## config.mk

```make
export PLATFORM = sky130hd
export DESIGN_NAME = matrix_column_sort_by_sum
export DESIGN_NICKNAME = d
export VERILOG_FILES = /design/src/mcsort_pkg.sv /design/src/mcsort_store.sv /design/src/mcsort_sorter.sv /design/src/matrix_column_sort_by_sum.sv
export SDC_FILE = /design/constraint.sdc
export NUM_CORES = 2
export LEC_CHECK = 0
export ABC_AREA = 0
export BUFFER_PORTS_ARGS = -buffer_cell sky130_fd_sc_hd__buf_2
export CAP_MARGIN = 40
export CELL_PAD_IN_SITES_DETAIL_PLACEMENT = 1
export CELL_PAD_IN_SITES_GLOBAL_PLACEMENT = 1
export CORE_MARGIN = 2
export CORE_UTILIZATION = 52
export DETAILED_ROUTE_END_ITERATION = 6
export PLACE_DENSITY = 0.9
export SYNTH_ARGS = -nofsm -noshare
export SYNTH_HDL_FRONTEND = slang
export SYNTH_SLANG_ARGS = --single-unit
```

## constraint.sdc

```tcl
create_clock -name i_clk -period 7.7 [get_ports i_clk]
set_clock_uncertainty 0.15 [all_clocks]
set_input_delay 2.31 -clock i_clk [delete_from_list [all_inputs] [get_ports i_clk]]
set_output_delay 2.31 -clock i_clk [all_outputs]
set_load 0.03 [all_outputs]
```

## src/mcsort_pkg.sv

```systemverilog
package mcsort_pkg;

    localparam int ELEM_W       = 16;
    localparam int IDX_W        = 3;
    localparam int DIM_W        = 4;
    localparam int SUM_W        = 19;
    localparam int CFG_IDX_W    = 2;
    localparam int DEF_MAX_ROWS = 8;
    localparam int DEF_MAX_COLS = 8;

    localparam logic [CFG_IDX_W-1:0] REG_ROW_COUNT    = CFG_IDX_W'(0);
    localparam logic [CFG_IDX_W-1:0] REG_COLUMN_COUNT = CFG_IDX_W'(1);

    localparam logic [DIM_W-1:0] DIM_RESET = DIM_W'(8);

    // one accumulation request from the load side to the column sum lanes
    typedef struct packed {
        logic                     en;
        logic                     clear;
        logic [IDX_W-1:0]         col;
        logic signed [ELEM_W-1:0] val;
    } t_acc;

    // clamp a dimension register into 1..maxv and return it minus one
    function automatic logic [IDX_W-1:0] clamp_m1(input logic [DIM_W-1:0] v,
                                                 input logic [DIM_W-1:0] maxv);
        logic [DIM_W-1:0] c;
        if (v == '0) begin
            c = DIM_W'(1);
        end else if (v > maxv) begin
            c = maxv;
        end else begin
            c = v;
        end
        return IDX_W'(c - DIM_W'(1));
    endfunction

endpackage

```

## src/mcsort_store.sv

```systemverilog
module mcsort_store
    import mcsort_pkg::*;
#(
    parameter int ADDR_W = 6
) (
    input  logic                     i_clk,
    input  logic                     i_we,
    input  logic [ADDR_W-1:0]        i_waddr,
    input  logic signed [ELEM_W-1:0] i_wdata,
    input  logic                     i_re,
    input  logic [ADDR_W-1:0]        i_raddr,
    output logic signed [ELEM_W-1:0] o_rdata
);

    logic signed [ELEM_W-1:0] r_mem [2**ADDR_W];
    logic signed [ELEM_W-1:0] r_rdata;

    always_ff @(posedge i_clk) begin
        if (i_we) begin
            r_mem[i_waddr] <= i_wdata;
        end
        // read data holds until the next read
        if (i_re) begin
            r_rdata <= r_mem[i_raddr];
        end
    end

    assign o_rdata = r_rdata;

endmodule

```

## src/mcsort_sorter.sv

```systemverilog
module mcsort_sorter
    import mcsort_pkg::*;
#(
    parameter int MAX_COLS = DEF_MAX_COLS
) (
    input  logic             i_clk,
    input  logic             i_rst_n,
    input  t_acc             i_acc,
    input  logic             i_start,
    input  logic [IDX_W-1:0] i_cols_m1,
    input  logic [IDX_W-1:0] i_ord_idx,
    output logic [IDX_W-1:0] o_ord_col,
    output logic             o_done
);

    localparam int COL_AW = (MAX_COLS > 1) ? $clog2(MAX_COLS) : 1;

    logic signed [SUM_W-1:0] r_sum [MAX_COLS];
    logic [IDX_W-1:0]        r_ord [MAX_COLS];
    logic                    r_busy;
    logic [IDX_W-1:0]        r_c;

    logic signed [SUM_W-1:0] w_cur;
    logic [MAX_COLS-1:0]     w_bef;
    logic [IDX_W-1:0]        w_rank;

    // sum lanes: each lane adds only the elements of its own column
    always_ff @(posedge i_clk) begin
        for (int j = 0; j < MAX_COLS; j++) begin
            if (i_acc.en) begin
                if (i_acc.col == IDX_W'(j)) begin
                    r_sum[j] <= (i_acc.clear ? SUM_W'(0) : r_sum[j]) + SUM_W'(i_acc.val);
                end else if (i_acc.clear) begin
                    r_sum[j] <= '0;
                end
            end
        end
    end

    // rank of the current column: count columns that go before it
    always_comb begin
        w_cur = r_sum[r_c[COL_AW-1:0]];
        for (int j = 0; j < MAX_COLS; j++) begin
            w_bef[j] = (IDX_W'(j) <= i_cols_m1) && (IDX_W'(j) != r_c) &&
                       ((r_sum[j] < w_cur) ||
                        ((r_sum[j] == w_cur) && (IDX_W'(j) < r_c)));
        end
        w_rank = IDX_W'($countones(w_bef));
    end

    always_ff @(posedge i_clk) begin
        if (!i_rst_n) begin
            r_busy <= 1'b0;
            r_c    <= '0;
            for (int j = 0; j < MAX_COLS; j++) begin
                r_ord[j] <= IDX_W'(j);
            end
        end else if (i_start) begin
            r_busy <= 1'b1;
            r_c    <= '0;
        end else if (r_busy) begin
            r_ord[w_rank[COL_AW-1:0]] <= r_c;
            if (r_c == i_cols_m1) begin
                r_busy <= 1'b0;
            end else begin
                r_c <= r_c + IDX_W'(1);
            end
        end
    end

    assign o_ord_col = r_ord[i_ord_idx[COL_AW-1:0]];
    assign o_done    = r_busy && (r_c == i_cols_m1);

endmodule

```

## src/matrix_column_sort_by_sum.sv

```systemverilog
// Channel   Direction  Handshake               Payload
// input     in         i_in_valid/o_in_stall   i_element_value
// output    out        o_out_valid/i_out_stall o_out_value, o_source_column, o_out_row,
//                                              o_out_column, o_last_of_matrix
// config    in         i_cfg_we                i_cfg_idx, i_cfg_data
//
// Elements load at one beat per cycle into the matrix memory while the column sum
// lanes accumulate. The last element starts the ranking pass: one column per cycle,
// through the single rank comparator row. Emit then reads the matrix memory one
// element per cycle while the output is not stalled, through the read stage and then
// the output register. Reset is synchronous and active low; there is no clearing pass.
// Input stays stalled through sort and emit. A stall on the output holds the read stage,
// the output register and the emit; once the last read has issued the next matrix may
// load meanwhile.
module matrix_column_sort_by_sum
    import mcsort_pkg::*;
#(
    parameter int MAX_ROWS = DEF_MAX_ROWS,
    parameter int MAX_COLS = DEF_MAX_COLS
) (
    input  logic                     i_clk,
    input  logic                     i_rst_n,
    input  logic                     i_in_valid,
    output logic                     o_in_stall,
    input  logic signed [ELEM_W-1:0] i_element_value,
    output logic                     o_out_valid,
    input  logic                     i_out_stall,
    output logic signed [ELEM_W-1:0] o_out_value,
    output logic [IDX_W-1:0]         o_source_column,
    output logic [IDX_W-1:0]         o_out_row,
    output logic [IDX_W-1:0]         o_out_column,
    output logic                     o_last_of_matrix,
    input  logic                     i_cfg_we,
    input  logic [CFG_IDX_W-1:0]     i_cfg_idx,
    input  logic [DIM_W-1:0]         i_cfg_data
);

    localparam int ROW_AW = (MAX_ROWS > 1) ? $clog2(MAX_ROWS) : 1;
    localparam int COL_AW = (MAX_COLS > 1) ? $clog2(MAX_COLS) : 1;
    localparam int ADDR_W = ROW_AW + COL_AW;

    typedef enum logic [1:0] {
        S_LOAD,
        S_SORT,
        S_EMIT
    } t_state;

    t_state                   r_state;
    logic [DIM_W-1:0]         r_row_count;
    logic [DIM_W-1:0]         r_col_count;
    logic [IDX_W-1:0]         r_lr;
    logic [IDX_W-1:0]         r_lc;
    logic [IDX_W-1:0]         r_er;
    logic [IDX_W-1:0]         r_ec;
    // read stage: memory data register plus its tag
    logic                     r_s1_valid;
    logic [IDX_W-1:0]         r_s1_src;
    logic [IDX_W-1:0]         r_s1_row;
    logic [IDX_W-1:0]         r_s1_col;
    logic                     r_s1_last;
    // output register
    logic                     r_out_valid;
    logic signed [ELEM_W-1:0] r_out_value;
    logic [IDX_W-1:0]         r_out_src;
    logic [IDX_W-1:0]         r_out_row;
    logic [IDX_W-1:0]         r_out_col;
    logic                     r_out_last;

    logic [IDX_W-1:0]         w_rows_m1;
    logic [IDX_W-1:0]         w_cols_m1;
    logic                     w_in_accept;
    logic                     w_in_last;
    logic                     w_s1_move;
    logic                     w_issue;
    logic                     w_emit_last;
    logic                     w_sort_done;
    logic [IDX_W-1:0]         w_ord_col;
    logic signed [ELEM_W-1:0] w_rdata;
    t_acc                     w_acc;

    assign w_rows_m1 = clamp_m1(r_row_count, DIM_W'(MAX_ROWS));
    assign w_cols_m1 = clamp_m1(r_col_count, DIM_W'(MAX_COLS));

    assign o_in_stall  = (r_state != S_LOAD);
    assign w_in_accept = i_in_valid && (r_state == S_LOAD);
    assign w_in_last   = (r_lr == w_rows_m1) && (r_lc == w_cols_m1);

    assign w_acc.en    = w_in_accept;
    assign w_acc.clear = (r_lr == '0) && (r_lc == '0);
    assign w_acc.col   = r_lc;
    assign w_acc.val   = i_element_value;

    // advance the read stage whenever the output register is free or being taken
    assign w_s1_move   = r_s1_valid && (!r_out_valid || !i_out_stall);
    assign w_issue     = (r_state == S_EMIT) && (!r_s1_valid || w_s1_move);
    assign w_emit_last = (r_er == w_rows_m1) && (r_ec == w_cols_m1);

    mcsort_store #(
        .ADDR_W (ADDR_W)
    ) u_store (
        .i_clk   (i_clk),
        .i_we    (w_in_accept),
        .i_waddr ({r_lr[ROW_AW-1:0], r_lc[COL_AW-1:0]}),
        .i_wdata (i_element_value),
        .i_re    (w_issue),
        .i_raddr ({r_er[ROW_AW-1:0], w_ord_col[COL_AW-1:0]}),
        .o_rdata (w_rdata)
    );

    mcsort_sorter #(
        .MAX_COLS (MAX_COLS)
    ) u_sorter (
        .i_clk     (i_clk),
        .i_rst_n   (i_rst_n),
        .i_acc     (w_acc),
        .i_start   (w_in_accept && w_in_last),
        .i_cols_m1 (w_cols_m1),
        .i_ord_idx (r_ec),
        .o_ord_col (w_ord_col),
        .o_done    (w_sort_done)
    );

    always_ff @(posedge i_clk) begin
        if (!i_rst_n) begin
            r_state     <= S_LOAD;
            r_row_count <= DIM_RESET;
            r_col_count <= DIM_RESET;
            r_lr        <= '0;
            r_lc        <= '0;
            r_er        <= '0;
            r_ec        <= '0;
            r_s1_valid  <= 1'b0;
            r_out_valid <= 1'b0;
        end else begin
            unique case (r_state)
                S_LOAD: begin
                    if (w_in_accept) begin
                        if (w_in_last) begin
                            r_lr    <= '0;
                            r_lc    <= '0;
                            r_state <= S_SORT;
                        end else if (r_lc == w_cols_m1) begin
                            r_lc <= '0;
                            r_lr <= r_lr + IDX_W'(1);
                        end else begin
                            r_lc <= r_lc + IDX_W'(1);
                        end
                    end
                end
                S_SORT: begin
                    if (w_sort_done) begin
                        r_er    <= '0;
                        r_ec    <= '0;
                        r_state <= S_EMIT;
                    end
                end
                S_EMIT: begin
                    if (w_issue) begin
                        if (w_emit_last) begin
                            r_state <= S_LOAD;
                        end else if (r_ec == w_cols_m1) begin
                            r_ec <= '0;
                            r_er <= r_er + IDX_W'(1);
                        end else begin
                            r_ec <= r_ec + IDX_W'(1);
                        end
                    end
                end
                default: r_state <= S_LOAD;
            endcase

            // a register write drops any partly loaded matrix
            if (i_cfg_we) begin
                unique case (i_cfg_idx)
                    REG_ROW_COUNT: begin
                        r_row_count <= i_cfg_data;
                        r_lr        <= '0;
                        r_lc        <= '0;
                    end
                    REG_COLUMN_COUNT: begin
                        r_col_count <= i_cfg_data;
                        r_lr        <= '0;
                        r_lc        <= '0;
                    end
                    default: ;
                endcase
            end

            if (w_issue) begin
                r_s1_valid <= 1'b1;
                r_s1_src   <= w_ord_col;
                r_s1_row   <= r_er;
                r_s1_col   <= r_ec;
                r_s1_last  <= w_emit_last;
            end else if (w_s1_move) begin
                r_s1_valid <= 1'b0;
            end

            if (w_s1_move) begin
                r_out_valid <= 1'b1;
                r_out_value <= w_rdata;
                r_out_src   <= r_s1_src;
                r_out_row   <= r_s1_row;
                r_out_col   <= r_s1_col;
                r_out_last  <= r_s1_last;
            end else if (!i_out_stall) begin
                r_out_valid <= 1'b0;
            end
        end
    end

    assign o_out_valid      = r_out_valid;
    assign o_out_value      = r_out_value;
    assign o_source_column  = r_out_src;
    assign o_out_row        = r_out_row;
    assign o_out_column     = r_out_col;
    assign o_last_of_matrix = r_out_last;

    a_load_to_sort: assert property (@(posedge i_clk) disable iff (!i_rst_n)
        (w_in_accept && w_in_last) |=> (r_state == S_SORT))
        else $error("last element did not start the ranking pass");

    a_last_pos: assert property (@(posedge i_clk) disable iff (!i_rst_n)
        (o_out_valid && o_last_of_matrix) |->
            ((o_out_row == w_rows_m1) && (o_out_column == w_cols_m1)))
        else $error("end of matrix flagged at wrong position");

    a_src_range: assert property (@(posedge i_clk) disable iff (!i_rst_n)
        o_out_valid |-> (o_source_column <= w_cols_m1))
        else $error("source column outside the matrix");

endmodule
```

# After elaboration in Yosys (flattened, before gate mapping)
# Memory sizes are Yosys's and may differ from the RTL's. A register that Yosys moved wholly into a read port is not among the register bits.
# Index checks and enable logic that the tools add are counted.
[totals]
regBits = 64
mem_bits_rw = 1200
mem_count = 3
[op_classes]
addsub = 22
n_lt_le_gt_ge = 26
n_eq_ne = 38
muxes = 117
bitwise_logic = 10
n_reduce_logical = 66
[memory_table]
columns = ["name", "words", "width", "read_ports", "rd_clocked_by_memory_dff", "wr", "line_no", "source"]
rows = [
  ["u_store.r_mem", 64, 16, 1, 1, 1, "mcsort_store.sv:15", "logic signed [ELEM_W-1:0] r_mem [2**ADDR_W];"],
  ["u_sorter.r_sum", 8, 19, 9, 1, 8, "mcsort_sorter.sv:18", "logic signed [SUM_W-1:0] r_sum [MAX_COLS];"],
  ["u_sorter.r_ord", 8, 3, 1, 1, 8, "mcsort_sorter.sv:19", "logic [IDX_W-1:0] r_ord [MAX_COLS];"],
]
[op_table]
columns = ["op", "n"]
rows = [
  ["$mux 19", 16],
  ["$add 19x16->19", 8],
  ["$eq 19x19->1", 8],
  ["$lt 19x19->1", 8],
  ["$mux 3", 29],
  ["$mux 1", 64],
  ["$logic_and 1x1->1", 32],
  ["$add 3x1->3 const B", 5],
  ["$eq 3x3->1", 5],
  ["$eq 3x3->1 const B", 4],
  ["$le 3x3->1 const A", 4],
  ["$lt 3x3->1 const A", 4],
  ["$ne 3x3->1 const A", 4],
  ["$pmux 3 s2", 2],
  ["$logic_or 1x1->1", 10],
  ["$mux 2", 5],
  ["$reduce_and 2->1", 5],
  ["$reduce_and 5->1", 2],
  ["$add 3x3->3", 3],
  ["$add 1x1->2", 4],
  ["$gt 4x4->1 const B", 2],
  ["$logic_not 4->1", 2],
  ["$ne 2x1->1 const B", 4],
  ["$ne 2x2->1 const B", 4],
  ["other kinds (22)", 45],
]

# Logic depth before layout (Yosys ltp)
[depth]
depth_word = 12
ltp_mapped = 25
mapped_depth_nobuf = 22

# Hierarchy
# From an unflattened synthesis, not the netlist that was laid out.
[unflattened]
hier_cells = 4056
hier_area_um2 = 61748.0
[modules_own_cells]
columns = ["module", "instances", "cells_each", "area_per_inst_um2", "seq_area_each_um2"]
rows = [
  ["mcsort_store", 1, 1829, 40202.3, 31230.0],
  ["mcsort_sorter", 1, 2024, 19004.5, 5235.0],
  ["matrix_column_sort_by_sum", 1, 203, 2541.2, 1561.5],
]

# Worst setup path before layout
# Ideal clock, no wire load.
[synth_path]
kind = "flip-flop to flip-flop"
startpoint = "reg (tool-made name)"
endpoint = "mem u_sorter.r_ord[1][0], enable pin"
setup_time_ps = 344
t_arrival_ps = 6345
t_required_ps = 7206
path_slack_ps = 860
stages_incl_launch_ff = 24
n_path_buf = 3
synth_period_minus_slack_ps = 6840
cell_sequence = "dfxtp_1 -> buf_2 -> buf_1 -> mux4_2 -> mux2i_1 -> ha_1 -> a21o_1 -> a21o_1 -> a21o_1 -> a21o_1 -> a21o_1 -> a211o_1 -> a311o_1 -> a2111oi_0 -> ha_1 -> inv_1 -> fa_1 -> inv_1 -> ha_1 -> xor2_1 -> xnor2_1 -> nand2b_1 -> clkbuf_1 -> o21ai_0"
[synth_lines]
columns = ["item", "line_no"]
rows = [
  ["end, declared", "mcsort_sorter.sv:19"],
]

==> summary.txt <==
Critical path
  – Crit path kind: flip-flop to flip-flop
  – Worst EP arrival: 7430 ps
  – Worst setup path endpoint: u_sorter.r_ord[2][2]
  – Worst EP required: 7940 ps
  – Worst Path Buf+Inv: 4
  – Worst setup SP type: flip-flop
  – Worst r2r dst: u_sorter.r_ord[2][2]
  – Worst path top cell family by delay: compound AO/OA/AOI/OAI gates
  – Crit path depth: 22
  – CP cell instances: buf_4, mux4_2, mux2i_1, buf_4, ha_1, nand4_1, a21oi_1, a211oi_1, o21ai_0, a221oi_1, o21ai_0, a21oi_1, ha_1, inv_1, fa_1, fa_1, inv_1, ha_1, xor2_1, xnor2_2, nand2_1, o21ai_0
  – CP max stage delay: 690 ps
  – Critical Path Sink Type: flip-flop
  – Crit Path Max Fanout: 17
  – Reg-to-reg slack, setup: 510 ps
  – Crit-path slowest cell: dfxtp_2
  – Reg2Reg Depth: 22

Global route
  – Number of global-route vias before repair: 50.17k
  – Initial antenna violation count: 10
  – Largest net degree at the start of global routing: 167
  – Tot GR Track Use: 36.92%
  – Gr ovfl total: 0
  – First-pass GRT wire length: 333.3 mm

Pwr
  – Switching Share: 28.55%
  – Worst vdd ir: 0.2223 mV
  – Gate power share: 15.7%
  – Internal power: 12.44 mW
  – Reg power frac: 46.2%
  – Clock share of power: 38.1%
  – Leak Pwr: 26.27 nW
  – Sw Pwr: 4.972 mW
  – PD cells: 250.8 nW/um2
  – Pwr Total: 17.42 mW

Logic synthesis
  – Synth top area share: 59.43%
  – Synthesized instance count: 5,281
  – Leading post-synthesis cells by cell area: edfxtp_1, nand2_1, ha_1
  – Synthesized area: 62,310 um2
  – Ys flop type: edfxtp_1
  – Syn_nets: 5,639
  – Async S/R FF share, synth: 0%
  – YS warnings: 0
  – Seq/Total Area, Yosys: 61.13%
  – Cell variety after synth: 74
  – Synthesis-stage register bit count: 1,286
  – Number of flops mapped to enable cells by yosys: 1,233
  – Synth area leader: edfxtp_1
  – Syn_area_per_cell: 11.80 um2

STA
  – Tcrit/Tclk final: 93.43%
  – RSZ-0062 raised after global routing: false
  – Worst-Margin Slew: 1102 ps
  – Final min period: 7194 ps
  – Relative slew margins: 26.54%
  – Setup tns final: 0 ps
  – Final setup fails: 0
  – Fmax: 0.1390 GHz
  – Final Hold Vio Count: 0
  – Pins over their slew limit: 0

Cells and area
  – Post-layout util: 58.66%
  – Final net count: 5,736
  – Most frequent cells in the layout: edfxtp_1, nand2_1, ha_1
  – Most common cell after layout, fill and taps aside: edfxtp_1
  – Layout cells sized above 1: 8.693%
  – Layout overhead on the synthesized area: 11.46%
  – Fill count: 11.82k

Die
  – Starting density of the core: 52.63%
  – CORE AREA: 118,400 um2
  – Die width: 350.2 um
  – Die area: 122,600 um2
  – Die Y: 350.2 um
  – IO Pins: 55
  – Row count: 126

Routing
  – Detailed Route WL: 228.5 mm
  – Final ANT Viol Nets: 0
  – Met2 wire length: 107.1 mm
  – Metal-1 WL: 81.74 mm
  – WL per Instance: 32.23 um
  – Routed met3 length: 24.44 mm
  – Remaining DRCs: 2
  – Vias per Instance: 6.811
  – Starting DRT DRC Count: 7,077
  – 1st-pass router iterations: 7
  – Top layer reached by signal wires: met5
  – Via count: 48.29k

Run
  – MaxCap Viol Count: 0

Run status
  – Outcome: finished, violations left
  – Failing checks: DRC

CTS
  – Sink Count: 1,286
  – Worst-skew pair later-pin latency: 790 ps
  – Root Driver: clkbuf_16
  – CTS clk-pin slew, worst paths: 70 ps
  – Clock buffer count from CTS: 135
  – Htree depth: 4
  – CTS tree: yes
  – # hold bufs at CTS: 0
  – Deepest clock path buffer count: 3

Place
  – PortBufs: 54
  – HPWL after DPL: 135.6 mm
  – GP Congestion: 0.9729

Min path
  – Class of the worst hold path: flip-flop to flip-flop
worst min path at each step:
stage                        startpoint                  to  slack (ps)  depth (start not counted)
global placement            r_s1_src[1]  o_source_column[1]         250                          0
global route        u_store.o_rdata[11]     o_out_value[11]         280                          0
detailed placement          r_s1_src[0]  o_source_column[0]         260                          0
CTS                 u_store.o_rdata[11]     o_out_value[11]         270                          0
finish                      r_s1_col[2]     o_out_column[2]         270                          0
floorplan                     r_s1_last    o_last_of_matrix         250                          0
logic make-up (layout without fill, tap and decap cells):
logic type | after synthesis | in the layout | share of synthesized area, %
other cells | 0 | 2 | 0
flops | 1286 | 1286 | 61.13
mux | 171 | 171 | 3.659
compound gates | 861 | 861 | 9.077
fa+ha+maj | 331 | 331 | 6.780
simple gates | 2166 | 2166 | 15.47
xor+xnor | 116 | 116 | 1.697
buf+inv | 350 | 556 | 2.193
power groups by stage:
stage                     Combinational, mW  Sequential (mW)  Clock (mW)
after floorplan                        1.67             8.07           0
after global placement                 2.38             8.19           0
after detailed placement               2.56             8.19           0
after CTS                              2.64             8.05        6.60
after global routing                   2.94             8.05        6.82
final                                  2.73             8.05        6.63
synth_stat cells (62+ instances only):
| library cell | instances |
|---|---|
| nand3_1 | 241 |
| a21oi_1 | 136 |
| o21ai_1 | 76 |
| nor2_1 | 262 |
| inv_1 | 88 |
| edfxtp_1 | 1233 |
| o21ai_0 | 151 |
| nor3_1 | 62 |
| ha_1 | 320 |
| mux2i_1 | 124 |
| a31oi_1 | 76 |
| clkbuf_1 | 215 |
| xnor2_1 | 71 |
| and2_1 | 140 |
| and3_1 | 90 |
| nand2_1 | 1176 |
| a21o_1 | 93 |
per-layer routing:
layer,vias up,track usage [%]
met3,1035,9.167
met5,-,0
met2,3645,59.53
met4,8,21.93
met1,23930,45.10
li1,19670,-
sequential cells by signal (all words and copies together) (netlist names), 4 cells and up, named ones only:
signal           cells
u_store.r_mem     1024
u_sorter.r_sum     152
r_row_count          4
u_store.o_rdata     16
r_col_count          4
o_out_value         16
u_sorter.r_ord      24
final cells by class:
type	instances	area, um2	area share, %
multi-input cells	3645	22910	33.00
flip-flops and latches	1286	38090	54.85
inverters	92	352.8	0.5081
well taps	1600	2002	2.883
clock inverters	69	644.4	0.9279
clock buffers	177	3661	5.272
diodes	2	5.005	0.007207
repair buffers	218	1777	2.558
what timing repair did:
action | CTS | global route
buffers inserted | 0 | 0
resized for setup | 0 | 3
endpoints found under the setup margin | 0 | 14
per-stage QoR:
stage	setup slack (ps)	instances	hold slack [ps]	instance area (um2)
CTS	162.2	7080	271.4	69380
global route	17.33	7087	279.6	69440
detailed placement	204.0	6834	259.9	65070
finish	505.6	7089	266.9	69450
global placement	625.3	6814	251.7	64750
floorplan	860.2	5281	250.3	62310
(Power assumes the default switching activity.)
